**config.mk**
```make
export PLATFORM = sky130hd
export DESIGN_NAME = serial_frame_receiver
export DESIGN_NICKNAME = d
export VERILOG_FILES = /design/src/rtl/sfr_pkg.sv /design/src/rtl/serial_frame_receiver.sv
export SDC_FILE = /design/constraint.sdc
export NUM_CORES = 1
export LEC_CHECK = 0
export BUFFER_PORTS_ARGS = -buffer_cell sky130_fd_sc_hd__buf_2
export CAP_MARGIN = 5
export CORE_MARGIN = 1
export CORE_UTILIZATION = 52
export DETAILED_ROUTE_END_ITERATION = 12
export HOLD_SLACK_MARGIN = 0.02
export PLACE_DENSITY = 0.77
export SYNTH_ARGS = -nofsm -noshare
export SYNTH_HDL_FRONTEND = slang
export SYNTH_SLANG_ARGS = --single-unit
```
**constraint.sdc**
```tcl
create_clock -name i_clk -period 5.7 [get_ports i_clk]
set_input_delay 0.57 -clock i_clk [delete_from_list [all_inputs] [get_ports i_clk]]
set_output_delay 0.57 -clock i_clk [all_outputs]
set_load 0.01 [all_outputs]
```
**src/rtl/sfr_pkg.sv**
```systemverilog
// Package for the serial frame receiver: frame constants, codes and result layout.
// No dependencies; used by serial_frame_receiver and sfr_checker.
`timescale 1ns / 1ps

package sfr_pkg;

    // Frame format
    localparam int          MAX_LEN      = 8;
    localparam int          SLOTS        = 8;
    localparam int          SLOT_IDX_W   = 3;
    localparam logic [7:0]  START_BYTE   = 8'h54;   // 'T'
    localparam logic [15:0] CFG_ID_LIMIT = 16'h07FF;
    localparam logic [7:0]  EMPTY_SLOT   = 8'hFF;
    localparam logic [15:0] IDLE_ID      = 16'h0FFF;
    localparam logic [3:0]  LEN_SAT      = 4'd15;

    // Result tdata layout, lowest bit up
    localparam int STATUS_LSB = 0;
    localparam int ID_LSB     = 2;
    localparam int LEN_LSB    = 18;
    localparam int DATA_LSB   = 22;
    localparam int OUT_W      = 88;

    // Status codes
    typedef enum logic [1:0] {
        ST_GOOD    = 2'd0,
        ST_BAD_SUM = 2'd1,
        ST_CFG_ID  = 2'd2,
        ST_BAD_LEN = 2'd3
    } t_status;

    // Receive phase, one-hot
    typedef enum logic [5:0] {
        PH_IDLE  = 6'b000001,
        PH_ID_HI = 6'b000010,
        PH_ID_LO = 6'b000100,
        PH_LEN   = 6'b001000,
        PH_DATA  = 6'b010000,
        PH_SUM   = 6'b100000
    } t_phase;

endpackage

```
**src/rtl/serial_frame_receiver.sv**
```systemverilog
// Serial frame receiver top level: rebuilds 'T' frames from a byte stream.
// Depends on sfr_pkg.
`timescale 1ns / 1ps

//  Channel   Dir  Handshake                 Content
//  s_axis    in   tvalid/tready             tdata[7:0] = rx_byte
//  m_axis    out  tvalid/tready             tdata = status, frame_id, length, byte0..7
//  cfg       in   i_cfg_wen                 i_cfg_wdata = check_enable
//
//  One byte is taken per cycle; a frame result appears on m_axis the cycle after
//  its last byte (checksum, or a bad length byte) is accepted.
//  The output register acts as the skid: input is stalled only while a result
//  is held and m_axis tready is low.
//  Reset (i_rst_n low, synchronous) returns to waiting for 'T', check_enable = 1.

module serial_frame_receiver (
    input  logic        i_clk,
    input  logic        i_rst_n,
    // configuration
    input  logic        i_cfg_wen,
    input  logic        i_cfg_wdata,        // check_enable
    // received bytes
    input  logic        i_s_axis_tvalid,
    output logic        o_s_axis_tready,
    input  logic [7:0]  i_s_axis_tdata,     // [7:0] rx_byte
    // frame status results
    output logic        o_m_axis_tvalid,
    input  logic        i_m_axis_tready,
    output logic [87:0] o_m_axis_tdata      // [1:0] status, [17:2] frame_id,
                                            // [21:18] length, [29:22] byte0 ..
                                            // [85:78] byte7, [87:86] zero
);

    // Frame state
    sfr_pkg::t_phase r_phase, n_phase;
    logic [15:0]     r_id, n_id;
    logic [3:0]      r_len, n_len;
    logic [7:0]      r_data [sfr_pkg::SLOTS];
    logic [7:0]      n_data [sfr_pkg::SLOTS];
    logic [3:0]      r_idx, n_idx;
    logic [7:0]      r_sum, n_sum;
    logic            r_check_en;

    // Result register
    logic            r_out_valid;
    logic [1:0]      r_out_status;
    logic [15:0]     r_out_id;
    logic [3:0]      r_out_len;
    logic [7:0]      r_out_data [sfr_pkg::SLOTS];

    logic            w_accept;
    logic            w_emit;
    logic [1:0]      w_status;
    logic [3:0]      w_idx_inc;
    logic [7:0]      w_b;

    assign o_s_axis_tready = !r_out_valid || i_m_axis_tready;
    assign w_accept        = i_s_axis_tvalid && o_s_axis_tready;
    assign w_b             = i_s_axis_tdata;
    assign w_idx_inc       = r_idx + 4'd1;

    // Per-byte next state and result
    always_comb begin
        n_phase  = r_phase;
        n_id     = r_id;
        n_len    = r_len;
        n_idx    = r_idx;
        n_sum    = r_sum;
        n_data   = r_data;
        w_emit   = 1'b0;
        w_status = sfr_pkg::ST_GOOD;
        unique case (r_phase)
            sfr_pkg::PH_ID_HI: begin
                n_id    = {w_b, 8'h00};
                n_phase = sfr_pkg::PH_ID_LO;
            end
            sfr_pkg::PH_ID_LO: begin
                n_id    = {r_id[15:8], w_b};
                n_sum   = w_b;
                n_phase = sfr_pkg::PH_LEN;
            end
            sfr_pkg::PH_LEN: begin
                n_len = (w_b > 8'(sfr_pkg::LEN_SAT)) ? sfr_pkg::LEN_SAT : w_b[3:0];
                if (w_b > 8'(sfr_pkg::MAX_LEN)) begin
                    w_emit   = 1'b1;
                    w_status = sfr_pkg::ST_BAD_LEN;
                    n_phase  = sfr_pkg::PH_IDLE;
                end else begin
                    n_sum   = r_sum + w_b;
                    n_idx   = 4'd0;
                    n_phase = (w_b != 8'd0) ? sfr_pkg::PH_DATA : sfr_pkg::PH_SUM;
                end
            end
            sfr_pkg::PH_DATA: begin
                n_data[r_idx[sfr_pkg::SLOT_IDX_W-1:0]] = w_b;
                n_sum = r_sum + w_b;
                n_idx = w_idx_inc;
                if (w_idx_inc >= r_len)
                    n_phase = sfr_pkg::PH_SUM;
            end
            sfr_pkg::PH_SUM: begin
                w_emit  = 1'b1;
                n_phase = sfr_pkg::PH_IDLE;
                if (r_check_en && (w_b != r_sum))
                    w_status = sfr_pkg::ST_BAD_SUM;
                else if (r_id > sfr_pkg::CFG_ID_LIMIT)
                    w_status = sfr_pkg::ST_CFG_ID;
                else
                    w_status = sfr_pkg::ST_GOOD;
            end
            default: begin
                // idle: every byte clears the frame, only 'T' starts one
                n_id  = sfr_pkg::IDLE_ID;
                n_len = sfr_pkg::LEN_SAT;
                n_idx = 4'd0;
                n_sum = 8'd0;
                for (int k = 0; k < sfr_pkg::SLOTS; k++)
                    n_data[k] = sfr_pkg::EMPTY_SLOT;
                n_phase = (w_b == sfr_pkg::START_BYTE) ? sfr_pkg::PH_ID_HI
                                                        : sfr_pkg::PH_IDLE;
            end
        endcase
    end

    // Control registers
    always_ff @(posedge i_clk) begin
        if (!i_rst_n) begin
            r_phase     <= sfr_pkg::PH_IDLE;
            r_check_en  <= 1'b1;
            r_out_valid <= 1'b0;
        end else begin
            if (i_cfg_wen)
                r_check_en <= i_cfg_wdata;
            if (w_accept)
                r_phase <= n_phase;
            if (w_accept && w_emit)
                r_out_valid <= 1'b1;
            else if (i_m_axis_tready)
                r_out_valid <= 1'b0;
        end
    end

    // Frame payload; idle clears it before use
    always_ff @(posedge i_clk) begin
        if (w_accept) begin
            r_id   <= n_id;
            r_len  <= n_len;
            r_idx  <= n_idx;
            r_sum  <= n_sum;
            r_data <= n_data;
        end
    end

    // Result payload, loaded with the transaction that ends a frame
    always_ff @(posedge i_clk) begin
        if (w_accept && w_emit) begin
            r_out_status <= w_status;
            r_out_id     <= n_id;
            r_out_len    <= n_len;
            r_out_data   <= n_data;
        end
    end

    // Pack result
    always_comb begin
        o_m_axis_tdata = '0;
        o_m_axis_tdata[sfr_pkg::STATUS_LSB +: 2] = r_out_status;
        o_m_axis_tdata[sfr_pkg::ID_LSB     +: 16] = r_out_id;
        o_m_axis_tdata[sfr_pkg::LEN_LSB    +: 4] = r_out_len;
        for (int k = 0; k < sfr_pkg::SLOTS; k++)
            o_m_axis_tdata[sfr_pkg::DATA_LSB + 8*k +: 8] = r_out_data[k];
    end

    assign o_m_axis_tvalid = r_out_valid;

endmodule

```
[Word-level counts from Yosys, hierarchy flattened]
Index checks and enable logic that the tools add are counted.
Word-level totals
  output and inout bits: 90
  bits in registers: 190
  bits of input ports: 14
  word-level logic and storage cells: 86
Operators by class
  reductions and logical operators: 16
  bitwise logic cells: 3
  add/sub/neg operators: 2
  eq/ne operators: 9
  mux-type cells: 24
  order comparisons: 6
Operator list (number)
  $pmux 64 s2: 1
  $bwmux 64: 1
  $pmux 16 s3: 1
  $pmux 8 s4: 1
  $pmux 6 s5: 1
  $demux 8 s3: 1
  $mux 6: 3
  $gt 16x11->1 const B: 1
  $gt 8x4->1 const B: 2
  $mux 8: 2
  $pmux 4 s3: 1
  $add 8x8->8: 1
  $eq 8x7->1 const B: 1
  $mux 2: 4
  $mux 4: 2
  $ne 8x8->1: 1
  $pmux 4 s2: 1
  $reduce_bool 8->1: 1
  $reduce_or 4->1: 2
  $eq 6x2->1 const B: 1
  $eq 6x3->1 const B: 1
  $eq 6x4->1 const B: 1
  $eq 6x5->1 const B: 1
  $eq 6x6->1 const B: 1
  18 further kinds: 27

[Depth between registers and ports, before layout]
  depth in word-level cells: 7
  depth in mapped cells: 8
  depth with buffers taken out: 7

[Worst setup path before layout]
Ideal clock, no wire load.
  kind: input to register
  from: input i_s_axis_tdata[6]
  to: register r_out_data, in the netlist o_m_axis_tdata[22] (enable)
  setup time: 0.559 ns
  stages on the path: 4
  required time: 5.141 ns
  data arrival time: 5.212 ns
  setup slack: -0.071 ns
  buffers on the path: 1
  cell sequence: or4_1 buf_2 o2111ai_4 a21oi_1
On the way
  longest elaborated chain between the ends: 4
RTL lines
  start, declared: line serial_frame_receiver.sv:25  | input logic [7:0] i_s_axis_tdata,
  $gt 8x4->1: line serial_frame_receiver.sv:84  | if (w_b > 8'(sfr_pkg::MAX_LEN)) begin
  $mux 1: line serial_frame_receiver.sv:84
  $pmux 1 s2: line serial_frame_receiver.sv:72  | unique case (r_phase)
  $logic_and 1x1->1: line serial_frame_receiver.sv:156  | if (w_accept && w_emit) begin
  end signal, assigned: line serial_frame_receiver.sv:160  | r_out_data <= n_data;
  end, declared: line serial_frame_receiver.sv:49  | logic [7:0] r_out_data [sfr_pkg::SLOTS];
Every way passes these cells.
A chain may end at the register's enable or synchronous reset.

[Final worst setup path]
  from: input i_s_axis_tdata[7]
  to: register r_sum[2] (enable)
On the way
  longest elaborated chain between the ends: 3
RTL lines
  $gt 8x4->1: line serial_frame_receiver.sv:84
  $ne 2x2->1 (no line)
  $reduce_and 3->1 (no line)
  end signal, assigned: line serial_frame_receiver.sv:149  | r_sum <= n_sum;
  end, declared: line serial_frame_receiver.sv:41  | logic [7:0] r_sum, n_sum;
Every way passes these cells.

==> flow_metrics.py <==
metrics = {
    "drt": {
        "vias_per_cell": 6.37,
        "dr.pass1.iters": 9,
        "drt-initial-drc-count": 582,
        "detailroute.via_count": 4962,
        "drtAntennaViolNets": 0,
        "routed_wl_mm": 17.3,
        "wl_per_cell_um": 22.2,
        "drc": 8,
    },
    "sta": {
        "fin_tns_setup_ns": 0,
        "hold_viol_final": 0,
        "layout_setup_ws_ns": 2.85,
        "fin_crit_sh": 0.501,
        "skew_ns": 0.00960,
        "max_slew_margin": 0.198,
        "max_freq_mhz": 350,
        "final_max_slew_viol_count": 0,
        "min_period_ns": 2.85,
        "rsz0062_at_grt": "false",
        "worst_pin_slew_ns": 1.20,
        "finalSetupViolations": 0,
    },
    "cts": {
        "post_cts_resized": 0,
        "cts_hold_buf": 0,
        "cts_setup_buffers": 0,
        "clock_latency_ns": 0.44,
        "clk_pin_slew_ns": 0.07,
        "cts.path.max_buffers": 2,
        "cts_tree": "done",
        "h-tree-depth": 4,
        "cts_sinks": 190,
        "clockRootBuffer": "clkbuf_16",
        "cts_made_buffers": 17,
    },
    "placement": {
        "hpwl_mm": 10.8,
        "gp_congestion": 0.797,
        "place_inst": 748,
        "port_buffers": 101,
        "dpl_worst_slack_ns": 2.43,
    },
    "floorplan": {
        "fp.dieH_um": 126,
        "core-area_mm2": 0.0147,
        "ios": 104,
        "rows": 44,
        "die_x_um": 126,
        "dieArea_mm2": 0.0158,
        "initial_core_util": 0.541,
    },
    "setup_path": {
        "cp_cell_sequence": "buf_2, or4_1, o2111ai_4, nand2_4, nor3_1",
        "path_delay_family": "simple AND/OR/NAND/NOR gates",
        "r2r_start": "r_phase[3]",
        "r2r_end": "o_m_axis_tdata[74]",
        "required_ns": 5.75,
        "critPathLaunch": "i_s_axis_tdata[7]",
        "path_buf_inv": 1,
        "crit_cells": 5,
        "crit_type": "primary input to flip-flop",
        "critPathMaxFanout": 15,
        "start_kind": "primary input",
        "end_kind": "flip-flop",
        "cpPeakStageDelay_ns": 0.95,
        "cpMaxStageDelayCell": "nor3_1",
        "worstSetupEndpoint": "r_sum[2]",
        "arrival_ns": 2.91,
        "r2r_cells": 5,
        "r2r_slack_ns": 2.85,
    },
    "layout": {
        "drive_gt1_frac": 0.269,
        "fin_nets": 610,
        "syn_to_final_growth_pct": 14.5,
        "fin_cells": 779,
        "n_antenna_cell": 0,
        "post-route-util": 0.619,
    },
    "synth": {
        "yosys.area.top_type": "edfxtp_1",
        "synth_ff_type": "edfxtp_1",
        "syn_inst": 493,
        "yosys-top-cells-area": "edfxtp_1, a221o_1, dfxtp_1",
        "synth_edf_count": 182,
        "synth.most_common_cell": "edfxtp_1",
        "synth_cell_types": 58,
        "syn_area_mm2": 0.00795,
        "yosys_warnings": 0,
        "synth-seq-cells": 190,
        "avgSynthCellArea_um2": 16.1,
        "ys_seq_area_frac": 0.707,
        "synth_top_area_frac": 0.687,
        "ys_async_sr_fraction": 0,
        "yosys-top-cells-count": "edfxtp_1, a221o_1, nand2_1, nor2_1, o21ai_0",
    },
    "global_routing": {
        "grt_pass1_wl_mm": 26.9,
        "overflow": 0,
        "grt_max_degree": 70,
        "grt_antenna_before_repair": 0,
        "grt_usage": 0.228,
        "grt_pass1_vias": 4765,
    },
    "outcome": {
        "status": "complete, but fails checks",
        "failed_checks": "design-rule violations",
    },
    "flow_run": {
        "cap_viol_max_count": 0,
    },
    "pwr": {
        "total_power_mw": 2.85,
        "leakage_nw": 2.90,
        "irDropWorstVdd_v": 0.000232,
        "powerDensity_mw_per_mm2": 313,
    },
    "min_path": {
        "hold_class": "primary input to flip-flop",
    },
}
-- layout make-up --
class                           instances  area (um2)
Inverter                                8        30.0
Clock inverter                         13         164
Fill cell                            1049        5600
Clock buffer                           18         429
Tap cell                              184         230
Sequential cell                       190        5630
Timing Repair Buffer                  104         541
Multi-Input combinational cell        262        2080
-- cell families (layout without fill, tap and decap cells) --
| logic type | count (synthesis) | after routing | share of synthesized area |
|---|---|---|---|
| compound gates | 138 | 138 | 0.151 |
| xor+xnor | 11 | 11 | 0.0121 |
| fa+ha+maj | 13 | 13 | 0.0214 |
| buf+inv | 42 | 143 | 0.0334 |
| flops | 190 | 190 | 0.707 |
| mux | 1 | 1 | 0.00126 |
| other cells | 1 | 2 | 0.000472 |
| simple gates | 97 | 97 | 0.0727 |
-- metrics by stage --
stage	hold slack [ns]	instance area [um2]
final	0.334	9100
after global routing	0.337	9100
after global placement	0.483	8510
after floorplan	0.433	7960
after detailed placement	0.480	8510
after CTS	0.324	9100
-- metal layers --
layer  track usage  part of all wire
met1         0.316              0.43
met2         0.357              0.48
met3        0.0544             0.075
met4        0.0739             0.012
met5             0                 0
-- worst reg2reg max path, cell delays in order (launching register included) --
cell and delay, ns:
dfxtp_1 0.65, nor2_4 0.09, and3_1 0.37, nor3b_4 0.58
buf_4 0.66, a221o_1 0.33
-- registers in the layout, summed over array words and instances (netlist names) --
name             flops
o_m_axis_tdata      64
r_data              64
r_id                16
r_out_id            16
r_sum                8
r_phase              6
r_idx                4
r_len                4
r_out_len            4
r_out_status         2
o_m_axis_tvalid      1
r_check_en           1
-- layout by cell type (no fill, tap or decap), types with 3 or more instances in the layout --
| master | count |
|---|---|
| a211o_1 | 5 |
| a21o_1 | 6 |
| a21oi_1 | 10 |
| a221o_1 | 75 |
| a22o_1 | 6 |
| and2_1 | 4 |
| and3_1 | 3 |
| buf_2 | 101 |
| bufinv_16 | 3 |
| clkbuf_16 | 17 |
| clkinv_2 | 3 |
| dfxtp_1 | 8 |
| edfxtp_1 | 182 |
| ha_1 | 12 |
| inv_1 | 5 |
| inv_2 | 3 |
| inv_6 | 3 |
| nand2_1 | 21 |
| nand2b_1 | 5 |
| nand3_1 | 7 |
| nand3_2 | 4 |
| nor2_1 | 21 |
| nor2b_1 | 3 |
| nor3_1 | 4 |
| nor3_2 | 4 |
| nor4_1 | 4 |
| o21ai_0 | 19 |
| xnor2_1 | 6 |
| xor2_1 | 5 |
-- power breakdown --
part / switching, mW / internal (mW)
sequential: 0.00801 / 1.53
clock: 0.511 / 0.690
combinational: 0.0769 / 0.0305
-- worst min path at each step --
stage	start	to	slack [ns]	depth (start not counted)
after global routing	i_rst_n	r_check_en	0.34	2
after floorplan	r_check_en	r_check_en	0.43	2
after global placement	r_check_en	r_check_en	0.48	2
final	i_rst_n	r_check_en	0.33	2
after detailed placement	r_check_en	r_check_en	0.48	2
after CTS	i_rst_n	r_check_en	0.32	2
Note: power is estimated with default switching activity, not from simulation.
